===== src/design/sfcc_pkg.sv =====
// ----------------------------------------------------------------------------
// sfcc_pkg
// shared constants, status codes and the crc-8 byte step for the frame checker
// ----------------------------------------------------------------------------
package sfcc_pkg;

  // frame layout
  localparam int unsigned FRAME_BYTES = 9;
  localparam int unsigned POS_W       = 4;

  // crc-8, msb first, no final xor
  localparam logic [7:0] CRC_INIT = 8'hFF;
  localparam logic [7:0] CRC_POLY = 8'h31;

  // field widths
  localparam int unsigned RAW_W = 16;
  localparam int unsigned PQ_W  = 19;
  localparam int unsigned TQ_W  = 17;

  // scale factors
  localparam int unsigned SCALE_LOW  = 60;
  localparam int unsigned SCALE_HIGH = 240;
  localparam int unsigned SCALE_TEMP = 200;

  // raw*256/60 = (raw<<6)/15, raw*256/240 = (raw<<4)/15, raw*256/200 = (raw<<5)/25
  localparam int unsigned PRESS_DIV        = (SCALE_LOW * 64) / 256;
  localparam int unsigned PRESS_SHIFT_LOW  = 6;
  localparam int unsigned PRESS_SHIFT_HIGH = 4;
  localparam int unsigned TEMP_DIV         = (SCALE_TEMP * 32) / 256;
  localparam int unsigned TEMP_SHIFT       = 5;

  // numerator and quotient magnitude widths
  localparam int unsigned PN_W  = 22;
  localparam int unsigned TN_W  = 21;
  localparam int unsigned PQM_W = 18;
  localparam int unsigned TQM_W = 16;

  // reciprocal multiply, floor(2^S/d), exact to within one for these numerators
  localparam int unsigned RECIP_SHIFT = 24;
  localparam int unsigned RECIP_W     = 21;
  localparam logic [RECIP_W-1:0] PRESS_RECIP = RECIP_W'((1 << RECIP_SHIFT) / PRESS_DIV);
  localparam logic [RECIP_W-1:0] TEMP_RECIP  = RECIP_W'((1 << RECIP_SHIFT) / TEMP_DIV);

  typedef enum logic [1:0] {
    STATUS_OK     = 2'd0,
    STATUS_LENGTH = 2'd1,
    STATUS_CRC    = 2'd2
  } frame_status_t;

  // one data byte through the crc, bit at a time
  function automatic logic [7:0] crc8_step(input logic [7:0] crc, input logic [7:0] data);
    logic [7:0] c;
    c = crc ^ data;
    for (int k = 0; k < 8; k++) begin
      c = c[7] ? ((c << 1) ^ CRC_POLY) : (c << 1);
    end
    return c;
  endfunction

endpackage


===== src/design/sfcc_if.sv =====
// ----------------------------------------------------------------------------
// sfcc channel interfaces
// valid/ready channels for received bytes, frame results and configuration
// ----------------------------------------------------------------------------
interface sfcc_in_if;
  logic       valid;
  logic       ready;
  logic [7:0] rx_byte;
  logic       frame_end;

  modport source (output valid, output rx_byte, output frame_end, input ready);
  modport sink   (input valid, input rx_byte, input frame_end, output ready);
endinterface

interface sfcc_out_if;
  import sfcc_pkg::*;
  logic                    valid;
  logic                    ready;
  logic signed [RAW_W-1:0] pressure_raw;
  logic signed [PQ_W-1:0]  pressure_q8;
  logic signed [RAW_W-1:0] temperature_raw;
  logic signed [TQ_W-1:0]  temperature_q8;
  logic [1:0]              frame_status;

  modport source (output valid, output pressure_raw, output pressure_q8,
                  output temperature_raw, output temperature_q8,
                  output frame_status, input ready);
  modport sink   (input valid, input pressure_raw, input pressure_q8,
                  input temperature_raw, input temperature_q8,
                  input frame_status, output ready);
endinterface

interface sfcc_cfg_if;
  logic valid;
  logic ready;
  logic pressure_range_select;

  modport source (output valid, output pressure_range_select, input ready);
  modport sink   (input valid, input pressure_range_select, output ready);
endinterface


===== src/design/sensor_frame_crc_check_scale.sv =====
// ----------------------------------------------------------------------------
// sensor_frame_crc_check_scale
// checks a nine-byte sensor read frame and scales pressure and temperature
// ----------------------------------------------------------------------------
// Bytes of a read frame enter one per beat on in_ch, and the block takes a byte
// in every clock cycle in which in_ch.ready is high. The frame is three groups
// of two data bytes and a crc-8 byte (poly 0x31, init 0xff, msb first); each
// group is checked as it arrives. The beat with frame_end set closes the frame
// and yields one result beat on out_ch, registered in stage 1, stage 2 and the
// output register: raw pressure and temperature words, their Q8
// values (pressure raw*256/60 or raw*256/240 as cfg_ch selects, temperature
// raw*256/200, both truncated toward zero) and a status (good, length not
// nine, crc mismatch; length wins). A bad frame gives zero in all value
// fields. The rate of one byte per cycle is set by the combinational crc byte
// step in the frame register update; the scaling runs in a two-stage pipeline
// (reciprocal multiply, then remainder correction) ahead of the output
// register, and each stage moves on whenever the one after it has room, so a
// stalled result does not stop byte intake until all three result stages are
// full. Beats without frame_end produce no result. There is no clearing pass
// after reset. Write cfg_ch only while no frame result is in flight.
// ----------------------------------------------------------------------------
module sensor_frame_crc_check_scale (
  input  logic       clk,
  input  logic       rst_n,
  sfcc_in_if.sink    in_ch,
  sfcc_out_if.source out_ch,
  sfcc_cfg_if.sink   cfg_ch
);
  import sfcc_pkg::*;

  // configuration
  logic range_sel_r;

  // frame state
  logic [POS_W-1:0] byte_pos_r,   byte_pos_nxt;
  logic [7:0]       run_crc_r,    run_crc_nxt;
  logic [7:0]       held_byte_r,  held_byte_nxt;
  logic [RAW_W-1:0] first_word_r, first_word_nxt;
  logic [RAW_W-1:0] second_word_r, second_word_nxt;
  logic             crc_fail_r,   crc_fail_nxt;
  logic [POS_W-1:0] count;
  frame_status_t    status_nxt;

  // stage 1: closed frame
  logic                    s1_v_r;
  frame_status_t           s1_status_r;
  logic signed [RAW_W-1:0] s1_praw_r, s1_traw_r;
  logic                    s1_sel_r;

  // stage 2: first quotient estimate
  logic                    s2_v_r;
  frame_status_t           s2_status_r;
  logic signed [RAW_W-1:0] s2_praw_r, s2_traw_r;
  logic                    s2_pneg_r, s2_tneg_r;
  logic [PN_W-1:0]         s2_pnum_r;
  logic [TN_W-1:0]         s2_tnum_r;
  logic [PQM_W-1:0]        s2_pq0_r;
  logic [TQM_W-1:0]        s2_tq0_r;

  // output register
  logic                    out_v_r;
  frame_status_t           out_status_r;
  logic signed [RAW_W-1:0] out_praw_r, out_traw_r;
  logic signed [PQ_W-1:0]  out_pq_r;
  logic signed [TQ_W-1:0]  out_tq_r;

  // handshake
  logic acc, out_adv, s2_adv, s1_adv;

  assign out_adv     = out_ch.ready || !out_v_r;
  assign s2_adv      = !s2_v_r || out_adv;
  assign s1_adv      = !s1_v_r || s2_adv;
  assign in_ch.ready = s1_adv;
  assign acc         = in_ch.valid && in_ch.ready;

  assign cfg_ch.ready = 1'b1;

  // --------------------------------------------------------------------------
  // frame tracking: crc per group, capture words, close on frame_end
  // --------------------------------------------------------------------------
  always_comb begin
    byte_pos_nxt    = byte_pos_r;
    run_crc_nxt     = run_crc_r;
    held_byte_nxt   = held_byte_r;
    first_word_nxt  = first_word_r;
    second_word_nxt = second_word_r;
    crc_fail_nxt    = crc_fail_r;
    count           = (byte_pos_r != {POS_W{1'b1}}) ? byte_pos_r + 1'b1 : byte_pos_r;
    status_nxt      = STATUS_OK;

    if (acc) begin
      if (byte_pos_r < POS_W'(FRAME_BYTES)) begin
        if (byte_pos_r inside {4'd0, 4'd3, 4'd6}) begin
          // high data byte of a group
          run_crc_nxt   = crc8_step(run_crc_r, in_ch.rx_byte);
          held_byte_nxt = in_ch.rx_byte;
        end else if (byte_pos_r inside {4'd1, 4'd4, 4'd7}) begin
          // low data byte; pressure word in group 0, temperature in group 1
          run_crc_nxt = crc8_step(run_crc_r, in_ch.rx_byte);
          if (byte_pos_r == 4'd1) begin
            first_word_nxt = {held_byte_r, in_ch.rx_byte};
          end
          if (byte_pos_r == 4'd4) begin
            second_word_nxt = {held_byte_r, in_ch.rx_byte};
          end
        end else begin
          // crc byte of a group
          if (run_crc_r != in_ch.rx_byte) begin
            crc_fail_nxt = 1'b1;
          end
          run_crc_nxt = CRC_INIT;
        end
      end
      byte_pos_nxt = count;

      if (in_ch.frame_end) begin
        if (count != POS_W'(FRAME_BYTES)) begin
          status_nxt = STATUS_LENGTH;
        end else if (crc_fail_nxt) begin
          status_nxt = STATUS_CRC;
        end
        // new frame starts clean
        byte_pos_nxt    = '0;
        run_crc_nxt     = CRC_INIT;
        held_byte_nxt   = '0;
        first_word_nxt  = '0;
        second_word_nxt = '0;
        crc_fail_nxt    = 1'b0;
      end
    end
  end

  // --------------------------------------------------------------------------
  // stage 1 math: magnitude, scale shift, reciprocal multiply
  // --------------------------------------------------------------------------
  logic                      p_neg, t_neg;
  logic [RAW_W-1:0]          p_mag, t_mag;
  logic [PN_W-1:0]           p_num;
  logic [TN_W-1:0]           t_num;
  logic [PN_W+RECIP_W-1:0]   p_prod;
  logic [TN_W+RECIP_W-1:0]   t_prod;

  assign p_neg  = s1_praw_r[RAW_W-1];
  assign t_neg  = s1_traw_r[RAW_W-1];
  assign p_mag  = p_neg ? RAW_W'(-s1_praw_r) : RAW_W'(s1_praw_r);
  assign t_mag  = t_neg ? RAW_W'(-s1_traw_r) : RAW_W'(s1_traw_r);
  assign p_num  = s1_sel_r ? (PN_W'(p_mag) << PRESS_SHIFT_HIGH)
                           : (PN_W'(p_mag) << PRESS_SHIFT_LOW);
  assign t_num  = TN_W'(t_mag) << TEMP_SHIFT;
  assign p_prod = (PN_W+RECIP_W)'(p_num) * (PN_W+RECIP_W)'(PRESS_RECIP);
  assign t_prod = (TN_W+RECIP_W)'(t_num) * (TN_W+RECIP_W)'(TEMP_RECIP);

  // --------------------------------------------------------------------------
  // stage 2 math: remainder correction and sign
  // --------------------------------------------------------------------------
  logic [PN_W-1:0]  p_rem;
  logic [TN_W-1:0]  t_rem;
  logic [PQM_W-1:0] p_q;
  logic [TQM_W-1:0] t_q;
  logic [PQ_W-1:0]  p_ext, p_val;
  logic [TQ_W-1:0]  t_ext, t_val;

  assign p_rem = s2_pnum_r - PN_W'(s2_pq0_r) * PN_W'(PRESS_DIV);
  assign t_rem = s2_tnum_r - TN_W'(s2_tq0_r) * TN_W'(TEMP_DIV);
  assign p_q   = (p_rem >= PN_W'(PRESS_DIV)) ? s2_pq0_r + 1'b1 : s2_pq0_r;
  assign t_q   = (t_rem >= TN_W'(TEMP_DIV))  ? s2_tq0_r + 1'b1 : s2_tq0_r;
  assign p_ext = PQ_W'(p_q);
  assign t_ext = TQ_W'(t_q);
  assign p_val = s2_pneg_r ? (~p_ext + 1'b1) : p_ext;
  assign t_val = s2_tneg_r ? (~t_ext + 1'b1) : t_ext;

  // --------------------------------------------------------------------------
  // registers
  // --------------------------------------------------------------------------
  always_ff @(posedge clk) begin
    if (!rst_n) begin
      range_sel_r   <= 1'b0;
      byte_pos_r    <= '0;
      run_crc_r     <= CRC_INIT;
      held_byte_r   <= '0;
      first_word_r  <= '0;
      second_word_r <= '0;
      crc_fail_r    <= 1'b0;
      s1_v_r        <= 1'b0;
      s2_v_r        <= 1'b0;
      out_v_r       <= 1'b0;
    end else begin
      if (cfg_ch.valid) begin
        range_sel_r <= cfg_ch.pressure_range_select;
      end
      byte_pos_r    <= byte_pos_nxt;
      run_crc_r     <= run_crc_nxt;
      held_byte_r   <= held_byte_nxt;
      first_word_r  <= first_word_nxt;
      second_word_r <= second_word_nxt;
      crc_fail_r    <= crc_fail_nxt;
      if (s1_adv) begin
        s1_v_r <= acc && in_ch.frame_end;
      end
      if (s2_adv) begin
        s2_v_r <= s1_v_r;
      end
      if (out_adv) begin
        out_v_r <= s2_v_r;
      end
    end
  end

  // payload, no reset
  always_ff @(posedge clk) begin
    if (acc && in_ch.frame_end) begin
      s1_status_r <= status_nxt;
      s1_sel_r    <= range_sel_r;
      // good frame closes on its last crc byte, so both words are already held
      s1_praw_r   <= (status_nxt == STATUS_OK) ? $signed(first_word_r)  : '0;
      s1_traw_r   <= (status_nxt == STATUS_OK) ? $signed(second_word_r) : '0;
    end
    if (s2_adv && s1_v_r) begin
      s2_status_r <= s1_status_r;
      s2_praw_r   <= s1_praw_r;
      s2_traw_r   <= s1_traw_r;
      s2_pneg_r   <= p_neg;
      s2_tneg_r   <= t_neg;
      s2_pnum_r   <= p_num;
      s2_tnum_r   <= t_num;
      s2_pq0_r    <= p_prod[RECIP_SHIFT +: PQM_W];
      s2_tq0_r    <= t_prod[RECIP_SHIFT +: TQM_W];
    end
    if (out_adv && s2_v_r) begin
      out_status_r <= s2_status_r;
      out_praw_r   <= s2_praw_r;
      out_traw_r   <= s2_traw_r;
      out_pq_r     <= $signed(p_val);
      out_tq_r     <= $signed(t_val);
    end
  end

  assign out_ch.valid           = out_v_r;
  assign out_ch.frame_status    = out_status_r;
  assign out_ch.pressure_raw    = out_praw_r;
  assign out_ch.pressure_q8     = out_pq_r;
  assign out_ch.temperature_raw = out_traw_r;
  assign out_ch.temperature_q8  = out_tq_r;

  // --------------------------------------------------------------------------
  // assertions
  // --------------------------------------------------------------------------
  a_frame_restart: assert property (@(posedge clk) disable iff (!rst_n)
    (acc && in_ch.frame_end) |=> (byte_pos_r == '0 && run_crc_r == CRC_INIT && !crc_fail_r))
    else $error("frame state not cleared after frame end");

  a_bad_frame_zero: assert property (@(posedge clk) disable iff (!rst_n)
    (s1_v_r && s1_status_r != STATUS_OK) |-> (s1_praw_r == '0 && s1_traw_r == '0))
    else $error("bad frame carries nonzero words");

  a_quot_estimate: assert property (@(posedge clk) disable iff (!rst_n)
    s2_v_r |-> (p_rem < PN_W'(2 * PRESS_DIV) && t_rem < TN_W'(2 * TEMP_DIV)))
    else $error("reciprocal estimate off by more than one");

  a_sign_match: assert property (@(posedge clk) disable iff (!rst_n)
    out_v_r |-> ((out_praw_r[RAW_W-1] || !out_pq_r[PQ_W-1])
              && (out_traw_r[RAW_W-1] || !out_tq_r[TQ_W-1])))
    else $error("scaled value sign disagrees with raw word");

endmodule

===== src/flat_wrapper.sv =====
// flat-port wrapper written by rule: the top's interface ports become plain ports
module sensor_frame_crc_check_scale_flat import sfcc_pkg::*;
  (clk, rst_n, in_ch_valid, in_ch_rx_byte, in_ch_frame_end, in_ch_ready, out_ch_valid, out_ch_pressure_raw, out_ch_pressure_q8, out_ch_temperature_raw, out_ch_temperature_q8, out_ch_frame_status, out_ch_ready, cfg_ch_valid, cfg_ch_pressure_range_select, cfg_ch_ready);
  sfcc_in_if in_ch_i ();
  sfcc_out_if out_ch_i ();
  sfcc_cfg_if cfg_ch_i ();
  input  logic clk;
  input  logic rst_n;
  input wire logic [$bits(in_ch_i.valid)-1:0] in_ch_valid;
  input wire logic [$bits(in_ch_i.rx_byte)-1:0] in_ch_rx_byte;
  input wire logic [$bits(in_ch_i.frame_end)-1:0] in_ch_frame_end;
  output wire logic [$bits(in_ch_i.ready)-1:0] in_ch_ready;
  output wire logic [$bits(out_ch_i.valid)-1:0] out_ch_valid;
  output wire logic [$bits(out_ch_i.pressure_raw)-1:0] out_ch_pressure_raw;
  output wire logic [$bits(out_ch_i.pressure_q8)-1:0] out_ch_pressure_q8;
  output wire logic [$bits(out_ch_i.temperature_raw)-1:0] out_ch_temperature_raw;
  output wire logic [$bits(out_ch_i.temperature_q8)-1:0] out_ch_temperature_q8;
  output wire logic [$bits(out_ch_i.frame_status)-1:0] out_ch_frame_status;
  input wire logic [$bits(out_ch_i.ready)-1:0] out_ch_ready;
  input wire logic [$bits(cfg_ch_i.valid)-1:0] cfg_ch_valid;
  input wire logic [$bits(cfg_ch_i.pressure_range_select)-1:0] cfg_ch_pressure_range_select;
  output wire logic [$bits(cfg_ch_i.ready)-1:0] cfg_ch_ready;
  assign in_ch_i.valid = in_ch_valid;
  assign in_ch_i.rx_byte = in_ch_rx_byte;
  assign in_ch_i.frame_end = in_ch_frame_end;
  assign in_ch_ready = in_ch_i.ready;
  assign out_ch_valid = out_ch_i.valid;
  assign out_ch_pressure_raw = out_ch_i.pressure_raw;
  assign out_ch_pressure_q8 = out_ch_i.pressure_q8;
  assign out_ch_temperature_raw = out_ch_i.temperature_raw;
  assign out_ch_temperature_q8 = out_ch_i.temperature_q8;
  assign out_ch_frame_status = out_ch_i.frame_status;
  assign out_ch_i.ready = out_ch_ready;
  assign cfg_ch_i.valid = cfg_ch_valid;
  assign cfg_ch_i.pressure_range_select = cfg_ch_pressure_range_select;
  assign cfg_ch_ready = cfg_ch_i.ready;
  sensor_frame_crc_check_scale u_core (.clk(clk), .rst_n(rst_n), .in_ch(in_ch_i), .out_ch(out_ch_i), .cfg_ch(cfg_ch_i));
endmodule

===== config.mk =====
export PLATFORM = sky130hd
export DESIGN_NAME = sensor_frame_crc_check_scale_flat
export DESIGN_NICKNAME = d
export VERILOG_FILES = /design/src/design/sfcc_pkg.sv /design/src/design/sfcc_if.sv /design/src/design/sensor_frame_crc_check_scale.sv /design/src/flat_wrapper.sv
export SDC_FILE = /design/constraint.sdc
export NUM_CORES = 1
export LEC_CHECK = 0
export BUFFER_PORTS_ARGS = -buffer_cell sky130_fd_sc_hd__buf_2
export CORE_ASPECT_RATIO = 0.7
export CORE_MARGIN = 2
export CORE_UTILIZATION = 23
export CTS_CLUSTER_DIAMETER = 200
export DETAILED_ROUTE_END_ITERATION = 8
export SKIP_CTS_REPAIR_TIMING = 1
export SLEW_MARGIN = 15
export SYNTH_ARGS = -nofsm -noshare
export SYNTH_HDL_FRONTEND = slang
export SYNTH_SLANG_ARGS = --single-unit

===== constraint.sdc =====
create_clock -name clk -period 9.6 [get_ports clk]
set_input_delay 0.48 -clock clk [delete_from_list [all_inputs] [get_ports clk]]
set_output_delay 0.48 -clock clk [all_outputs]
set_load 0.01 [all_outputs]

== Word-level counts from Yosys, hierarchy flattened ==
Cells that the tools add are included.

* Output and inout bits: 73
* Memory bits (read-only): 0
* Memories: 0
* Register bits after elaboration: 270
* RAM bits: 0
* Bits in latches: 0
* Bits of input ports: 15
* Logic and storage cells: 133

* Equal/unequal tests: 9
* Order comparisons: 3
* Shifts and indexed selects: 0
* Add/sub/neg operators: 9
* Div/mod/pow operators: 0
* Reductions and logical operators: 23
* Bitwise operators: 11
* Mux-type cells: 44
* Multiply operators: 4

{| class="wikitable"
|+ Operator list
! cell !! count
|-
| 2-to-1 mux 16 bit || 14
|-
| 2-to-1 mux 8 bit || 7
|-
| 2-to-1 mux 6 bit || 8
|-
| multiplier 22 x 21 -> 42 bit (second input constant) || 1
|-
| 2-to-1 mux 18 bit || 2
|-
| negator 16 bit || 2
|-
| multiplier 16 x 16 -> 31 bit (second input constant) || 1
|-
| NOT 3 bit || 8
|-
| >= comparator 22 x 4 -> 1 bit (second input constant) || 1
|-
| multiplier 18 x 4 -> 22 bit (second input constant) || 1
|-
| 2-to-1 mux 22 bit || 1
|-
| subtractor 22 bit || 1
|-
| >= comparator 21 x 5 -> 1 bit (second input constant) || 1
|-
| multiplier 16 x 5 -> 21 bit (second input constant) || 1
|-
| subtractor 21 bit || 1
|-
| adder 19 x 1 -> 19 bit (second input constant) || 1
|-
| NOT 18 -> 19 bit || 1
|-
| adder 18 x 1 -> 18 bit (second input constant) || 1
|-
| adder 17 x 1 -> 17 bit (second input constant) || 1
|-
| NOT 16 -> 17 bit || 1
|-
| adder 16 x 1 -> 16 bit (second input constant) || 1
|-
| equality test 4 x 3 -> 1 bit (second input constant) || 3
|-
| AND reduction 5 bit || 2
|-
| nonzero test 2 bit || 5
|-
| 19 further kinds || 37
|}

== Depth between registers and ports, before layout ==
Gate-level depths: netlist of run 1.

* Depth after elaboration: 21
* Gate-level depth with buffers: 30
* Depth with buffers taken out: 30

== Least setup slack after synthesis of run 1 ==
OpenSTA, ideal clock, no wires.

* Kind: input-to-reg
* From: input port out_ch_ready
* To: register u_core.s2_pneg_r, enable pin
* Stages on the path: 2
* Data required time: 8.885 ns
* Slack: 1.008 ns
* Arrival time: 7.877 ns
* Buffers on the path: 0
* Setup time: 0.715 ns
* Path through: nor2b_1 > a21boi_0

* Word-level cells in the longest chain between the ends: 3

{| class="wikitable"
|+ Ends and longest elaborated chain
! what !! line !! RTL
|-
| start: declaration || flat_wrapper.sv:19 || <nowiki>input wire logic [$bits(out_ch_i.ready)-1:0] out_ch_ready;</nowiki>
|-
| logical OR 1 bit || sensor_frame_crc_check_scale.sv:70 || <nowiki>assign out_adv = out_ch.ready || !out_v_r;</nowiki>
|-
| logical OR 1 bit || sensor_frame_crc_check_scale.sv:71 || <nowiki>assign s2_adv = !s2_v_r || out_adv;</nowiki>
|-
| logical AND 1 bit || sensor_frame_crc_check_scale.sv:218 || <nowiki>if (s2_adv && s1_v_r) begin</nowiki>
|-
| end signal: assignment || sensor_frame_crc_check_scale.sv:222 || <nowiki>s2_pneg_r <= p_neg;</nowiki>
|-
| end: declaration || sensor_frame_crc_check_scale.sv:54 || <nowiki>logic s2_pneg_r, s2_tneg_r;</nowiki>
|}

No other way between the ends.
A chain may end at the register's enable or synchronous reset.

== Worst setup path in the final report of run 1 ==
* From: register u_core.s1_praw_r[0]
* To: register u_core.s2_pq0_r[17], data pin

* Word-level cells in the longest chain between the ends: 4

{| class="wikitable"
|+ Ends and longest elaborated chain
! what !! line !! RTL
|-
| start: declaration || sensor_frame_crc_check_scale.sv:47 || <nowiki>logic signed [RAW_W-1:0] s1_praw_r, s1_traw_r;</nowiki>
|-
| start signal: assignment || sensor_frame_crc_check_scale.sv:215 || <nowiki>s1_praw_r <= (status_nxt == STATUS_OK) ? $signed(first_word_r) : '0;</nowiki>
|-
| negator 16 bit || sensor_frame_crc_check_scale.sv:145 || <nowiki>assign p_mag = p_neg ? RAW_W'(-s1_praw_r) : RAW_W'(s1_praw_r);</nowiki>
|-
| 2-to-1 mux 16 bit || sensor_frame_crc_check_scale.sv:145 ||
|-
| 2-to-1 mux 22 bit || sensor_frame_crc_check_scale.sv:147 || <nowiki>assign p_num = s1_sel_r ? (PN_W'(p_mag) << PRESS_SHIFT_HIGH)</nowiki>
|-
| via u_core.p_num[20] || sensor_frame_crc_check_scale.sv:138 || <nowiki>logic [PN_W-1:0] p_num;</nowiki>
|-
| multiplier 22 x 21 -> 42 bit || sensor_frame_crc_check_scale.sv:150 || <nowiki>assign p_prod = (PN_W+RECIP_W)'(p_num) * (PN_W+RECIP_W)'(PRESS_RECIP);</nowiki>
|-
| via u_core.p_prod[41] || sensor_frame_crc_check_scale.sv:140 || <nowiki>logic [PN_W+RECIP_W-1:0] p_prod;</nowiki>
|-
| end signal: assignment || sensor_frame_crc_check_scale.sv:226 || <nowiki>s2_pq0_r <= p_prod[RECIP_SHIFT +: PQM_W];</nowiki>
|-
| end: declaration || sensor_frame_crc_check_scale.sv:57 || <nowiki>logic [PQM_W-1:0] s2_pq0_r;</nowiki>
|}

The timed path passes the listed nets, and every way through them passes these cells.

==> summary.txt, run 1 <==
CTS clock-pin slew for the worst setup and hold paths: 0.07 ns
Largest net degree at the start of global routing: 69
Cell mode on critical path: ha_1
M2 GR Usage: 14.56%
Net count after synthesis: 2914
CTS tree: yes
Chip Width: 395.5 um
Share of cells above drive strength 1: 9.192%
Post-DP Area: 26970 um2
GRT overflow: 0
CTS Root Cell: clkbuf_16
Total Routing Usage GR: 10.80%
Detailed-route vias per instance: 4.237
First-pass GRT wire length: 94060 um
IR drop worst, VDD: 0.0004337 V
TNS Setup: 0 ns
Clock Latency Late Sink: 0.59 ns
Tmin final: 8.988 ns
Synth Flop Type: edfxtp_1
Die ar.: 110000 um2
Non-Filler Instances: 3856
Routed wire length: 59420 um
Most crowded layer after global routing: met1
Placed Cells: 3802
Vias in the first global route: 16170
Nets: 3021
Antenna violations before repair: 4
Final Slew Violations: 0
Routed Antenna Nets: 0
DIE HEIGHT: 278.1 um
Critical Path RT: 9.98 ns
Synth warn: 0
Leak: 12.33 nW
Area leader, netlist: edfxtp_1
Core area: 106400 um2
Max Fclk: 111.3 MHz
Final Hold Vio Count: 0
# rows: 100
Main area contributors after synthesis: edfxtp_1, ha_1, fa_1, inv_1, dfxtp_1
Filler cells: 11220
Final setup vio count: 0
H-tree depth: 1
Routed len/inst: 15.41 um
Mean Syn Cell Area: 10.73 um2
Critical Path Fanout Max: 6
EDFF count, synth: 206
DRC violations left: 0
Relative slew slack: 25.06%
Netlist cell types: 89
Crit end category: flip-flop
Via count: 16340
Max incr delay on CP: 0.58 ns
Synth Register Bits: 263
Clock Path Buffers: 3
DR pass1 iterations: 5
Ys async rst share: 0%
CTS buffer count: 29
Drt first-iter violations: 1093
Post-DP HPWL: 48430 um
Slew @ Worst Pin: 1.124 ns
Pwr per Cell Area: 354.9 nW/um2
IO Count: 88
Worst Path Arrival: 9.36 ns
Cell count after synthesis: 2299
Type of the worst min-delay path: input port to flip-flop
Max Cap Violations: 0
Status: finished clean
Area Overhead vs Synth: 13.17%
M3 GR Usage: 2.037%
Kind of critical path: flip-flop to flip-flop
Share of the synthesized area in the top cell type: 25.07%
Sink Count: 263
Seq/Total Area, Yosys: 29.69%
Mapped Area: 24680 um2
Initial core utilization: 23.20%
RSZ-0062 raised after global routing: no
Worst path bufs/invs: 3
Period utilization: 93.62%
Worst clock skew: 0.01471 ns
Final Cell Area: 27930 um2
GP Congestion: 0.8905
Crit path max-delay cell type: fa_1
Top delay family on crit path: compound AO/OA/AOI/OAI gates
Port Buffers: 86
GRT met1 Usage: 17.38%
CP Launch Type: flip-flop
## metrics by stage
stage                     util (%)  setup slack [ns]  power (W)  hold WS, ns
after floorplan                  -             1.008   0.007117       0.4003
after global placement       25.36            0.5994   0.008624       0.4068
after detailed placement     25.36            0.4757   0.008720       0.4070
after CTS                    26.23            0.4181   0.009933       0.1737
after global routing         26.26           0.01779    0.01104       0.1802
final                        26.26            0.6124   0.009911       0.2095
## cells by family (layout without fill, tap and decap cells)
logic type | after synthesis | after routing | synth area share [%]
AO/OA/AOI/OAI | 320 | 320 | 8.670
XOR/XNOR | 152 | 152 | 5.395
adder cells (fa/ha/maj) | 600 | 600 | 36.75
buffers and inverters | 428 | 555 | 6.612
flip-flops | 263 | 263 | 29.69
multiplexers | 59 | 59 | 2.439
other | 1 | 3 | 0.01520
AND/OR/NAND/NOR | 476 | 476 | 10.43
## cell usage in the layout, fill, tap and decap left out, types with 15 or more instances in the layout
master / instances
nand3_1: 39
dfxtp_1: 57
inv_1: 388
edfxtp_1: 206
and2_1: 44
nor2_1: 78
a21o_1: 20
o21a_1: 17
xnor2_1: 108
ha_1: 392
or3_1: 17
nor2b_1: 71
o21ai_0: 70
a211oi_1: 15
fa_1: 208
nand2_1: 91
a21oi_1: 73
mux2i_1: 50
xor2_1: 44
nor3_1: 28
clkbuf_16: 29
buf_4: 29
buf_2: 86
## power by group
part / total [W] / switching, W / internal [W]
registers: 0.00157 / 0.000132 / 0.00144
logic: 0.00723 / 0.00416 / 0.00306
clock network: 0.00111 / 0.000515 / 0.000596
## layout make-up
| cell class | instances | area, um2 | area share [%] |
|---|---|---|---|
| diodes | 2 | 5.005 | 0.01792 |
| clock buffers | 31 | 733.2 | 2.625 |
| clock inverters | 20 | 195.2 | 0.6989 |
| inverters | 388 | 1456 | 5.215 |
| multi-input cells | 1608 | 15760 | 56.42 |
| flip-flops and latches | 263 | 7327 | 26.24 |
| well taps | 1428 | 1787 | 6.398 |
| repair buffers | 116 | 668.1 | 2.392 |
## worst reg2reg max path: cells and delay by family (launching register included)
family                   cells  cell delay (ns)
XOR/XNOR                     1             0.06
flip-flops                   1             0.44
adder cells (fa/ha/maj)      7             2.45
AND/OR/NAND/NOR              8             2.31
multiplexers                 1             0.07
AO/OA/AOI/OAI               10             2.96
buffers and inverters        3             0.50
## final timing paths
kind	from	to	slack [ns]	cells past startpoint
max	u_core.s1_praw_r[0]	u_core.s2_pq0_r[17]	0.61	30
min	cfg_ch_pressure_range_select	u_core.range_sel_r	0.21	3
max reg2reg	u_core.s1_praw_r[0]	u_core.s2_pq0_r[17]	0.61	30
min reg2reg	u_core.s2_traw_r[7]	u_core.out_ch.temperature_raw[7]	0.42	0
## synthesized netlist by cell type (4+ instances only)
cell	count
a2111oi_0	4
a211oi_1	15
a21boi_0	4
a21o_1	20
a21oi_1	73
a31oi_1	14
a41oi_1	5
and2_1	44
and3_1	14
clkbuf_1	34
dfxtp_1	57
edfxtp_1	206
fa_1	208
ha_1	392
inv_1	388
mux2_2	9
mux2i_1	50
nand2_1	91
nand2b_1	9
nand3_1	39
nand3b_1	4
nand4_1	14
nor2_1	79
nor2b_1	72
nor3_1	28
nor3b_1	4
nor4_1	13
nor4_2	4
o2111ai_1	5
o211ai_1	5
o21a_1	17
o21ai_0	71
o21bai_1	5
o22ai_1	13
o31ai_1	10
o41ai_1	8
or2_2	14
or2b_2	5
or3_1	17
or4_1	8
xnor2_1	108
xor2_1	44
## routing by layer
layer | vias to the layer above | wire length [um] | part of all wire [%]
li1 | 8113 | - | -
met1 | 7835 | 32210 | 54
met2 | 321 | 22670 | 38
met3 | 64 | 3387 | 5.7
met4 | 6 | 1125 | 1.9
met5 | - | 25 | 0.042
## state kept, by name (all words and copies together), names as in the netlist, 2 cells and up
signal                         cells
u_core.out_ch.pressure_q8         19
u_core.s2_pnum_r                  18
u_core.s2_pq0_r                   18
u_core.out_ch.temperature_q8      17
u_core.first_word_r               16
u_core.out_ch.pressure_raw        16
u_core.out_ch.temperature_raw     16
u_core.s1_praw_r                  16
u_core.s1_traw_r                  16
u_core.s2_tq0_r                   16
u_core.second_word_r              16
u_core.s2_praw_r                  15
u_core.s2_tnum_r                  15
u_core.s2_traw_r                  15
u_core.held_byte_r                 8
u_core.run_crc_r                   8
u_core.byte_pos_r                  4
u_core.out_ch.frame_status         2
u_core.s1_status_r                 2
u_core.s2_status_r                 2
(Power assumes the default switching activity.)
==> run 2, diff against run 1 <==
Settings changed: ABC_AREA set to 1.
==> run 2 against run 1 <==
Hold slack got worse by 0.085 ns. Largest cell class unchanged. Cell count is 21% higher. First-iteration DRC count grew 29%. Global-route usage is 0.62 points higher. Synthesized cell count increased by 32%.
==> summary.txt, run 2 <==
Setup WS post-layout: 2.031 ns
Netlist cell types: 45
Final setup vio count: 0
Net count after synthesis: 3640
Relative slew slack: 26.49%
Most instantiated library cell after synthesis: inv_1
Chip Width: 408.5 um
Ys async rst share: 0%
DR pass1 iterations: 7
IO Count: 88
Final Slew Violations: 0
First-pass GRT wire length: 105500 um
DRC violations left: 0
Status: finished clean
Slew @ Worst Pin: 1.099 ns
Routed Antenna Nets: 0
Critical Path Fanout Max: 9
Main area contributors after synthesis: edfxtp_1, ha_1, fa_1, inv_1, nand2_1
CTS clock-pin slew for the worst setup and hold paths: 0.06 ns
Area Overhead vs Synth: 13.21%
Worst clock skew: 0.01692 ns
Worst Path Arrival: 7.87 ns
Crit end category: flip-flop
Placed Cells: 4617
Sink Count: 263
Drt first-iter violations: 1405
Via count: 19680
Die ar.: 117300 um2
Tmin final: 7.569 ns
DIE HEIGHT: 287.2 um
Mapped Area: 26350 um2
Synth warn: 0
GP Congestion: 0.9453
Total Routing Usage GR: 11.42%
Max Fclk: 132.1 MHz
Synth Flop Type: edfxtp_1
# rows: 103
Final Hold Vio Count: 0
Commonest non-fill, non-tap cells in the layout: inv_1, nand2_1, ha_1
Mean Syn Cell Area: 8.710 um2
Kind of critical path: flip-flop to flip-flop
Routed wire length: 67190 um
CTS Root Cell: clkbuf_16
Type of the worst min-delay path: input port to flip-flop
Port Buffers: 86
Nets: 3747
Post-DP HPWL: 56420 um
Routed len/inst: 14.36 um
Clock Latency Late Sink: 0.55 ns
Commonest cells in the synthesized netlist: inv_1, nand2_1, ha_1, fa_1, edfxtp_1
Seq/Total Area, Yosys: 27.81%
CTS buffer count: 35
H-tree depth: 2
Initial core utilization: 23.29%
CTS tree: yes
Register area: 7327 um2
Largest net degree at the start of global routing: 66
Dpl ws: 2.082 ns
CP Launch Type: flip-flop
Cell count after synthesis: 3025
Period utilization: 78.84%
Antenna cells: 0
Non-Filler Instances: 4679
Clock Path Buffers: 3
Vias in the first global route: 18820
Share of the synthesized area in the top cell type: 23.48%
Share of cells above drive strength 1: 8.077%
EDFF count, synth: 206
Most common cell after layout, fill and taps aside: inv_1
RSZ-0062 raised after global routing: no
Critical Path RT: 9.90 ns
TNS Setup: 0 ns
Core area: 113200 um2
Filler cells: 12280
Area leader, netlist: edfxtp_1
Detailed-route vias per instance: 4.207
Flip-flop count of the largest register after layout: 19
GRT overflow: 0
Area of the multi-input gates: 16380 um2
Synth Register Bits: 263
Max Cap Violations: 0
Antenna violations before repair: 7
-- run 2: changes by cell type after synthesis, sizes merged, moves of 36 or more --
| cell | previous run | this run |
|---|---|---|
| xnor2 | 108 | 38 |
| a21oi | 74 | 152 |
| nor2b | 72 | 0 |
| o21ai | 75 | 111 |
| inv | 388 | 676 |
| nand3 | 39 | 120 |
| mux2i | 50 | 0 |
| and2 | 46 | 2 |
| nand4 | 14 | 51 |
| xor2 | 44 | 90 |
| nor2 | 80 | 230 |
| nand2 | 91 | 576 |
-- run 2: worst max-delay path: stages, from the launching register on --
cell and delay [ns]:
edfxtp_1 0.56, inv_1 0.12, ha_1 0.15, inv_1 0.05
nor3_1 0.17, inv_1 0.09, nor3_1 0.17, nand2_1 0.10
o31ai_1 0.39, xor2_1 0.67, inv_1 0.29, fa_1 0.57
inv_1 0.04, ha_1 0.30, fa_1 0.49, inv_1 0.06
fa_1 0.50, fa_1 0.55, inv_1 0.06, fa_1 0.47
ha_1 0.40, a21oi_1 0.26, o21ai_0 0.14, a21oi_1 0.15
inv_1 0.05, a31oi_1 0.22, o21ai_0 0.15, xor2_1 0.16
-- run 2: stage by stage --
step	cell area (um2)	hold WS (ns)	utilization, %
3_5_place_dp	28690	0.4045	25.36
4_1_cts	29830	0.08862	26.36
6_report	29830	0.1245	26.36
3_3_place_gp	28690	0.4040	25.36
5_1_grt	29830	0.1149	26.36
2_1_floorplan	26350	0.4003	-
-- run 2: final timing paths --
| check | slack, ns | start | cells after the start | to |
|---|---|---|---|---|
| worst min register to register | 0.41 | u_core.s2_traw_r[13] | 0 | u_core.out_ch.temperature_raw[13] |
| worst max-delay path | 2.03 | u_core.s1_traw_r[0] | 27 | u_core.s2_tq0_r[12] |
| worst min-delay path | 0.12 | cfg_ch_valid | 2 | u_core.range_sel_r |
| worst max register to register | 2.03 | u_core.s1_traw_r[0] | 27 | u_core.s2_tq0_r[12] |
-- run 2: kinds of logic after synthesis --
logic type	Yosys count	share of synthesized area (%)
AO/OA/AOI/OAI	298	6.064
XOR/XNOR	128	4.255
adder cells (fa/ha/maj)	600	34.42
buffers and inverters	707	10.14
flip-flops	263	27.81
other	1	0.01423
AND/OR/NAND/NOR	1028	17.30
-- run 2: area by class of cell --
| cell class | instances | share of cell area (%) |
|---|---|---|
| multi-input combinational | 2055 | 54.91 |
| tap | 1522 | 6.384 |
| clock inverter | 19 | 0.5621 |
| sequential | 263 | 24.56 |
| timing repair buffer | 101 | 1.820 |
| clock buffer | 43 | 3.251 |
| inverter | 676 | 8.515 |
-- run 2: layer usage --
metal	track usage (%)	part of all wire, %	wire [um]
met1	17.86	52	35190
met2	15.90	39	26250
met3	1.790	6.4	4306
met4	3.081	2.0	1376
met5	0	0.11	71
Power of run 2 is left out: the tool's default activity adds up to more than one toggle a clock period on the data nets, which glitch-free logic cannot reach.
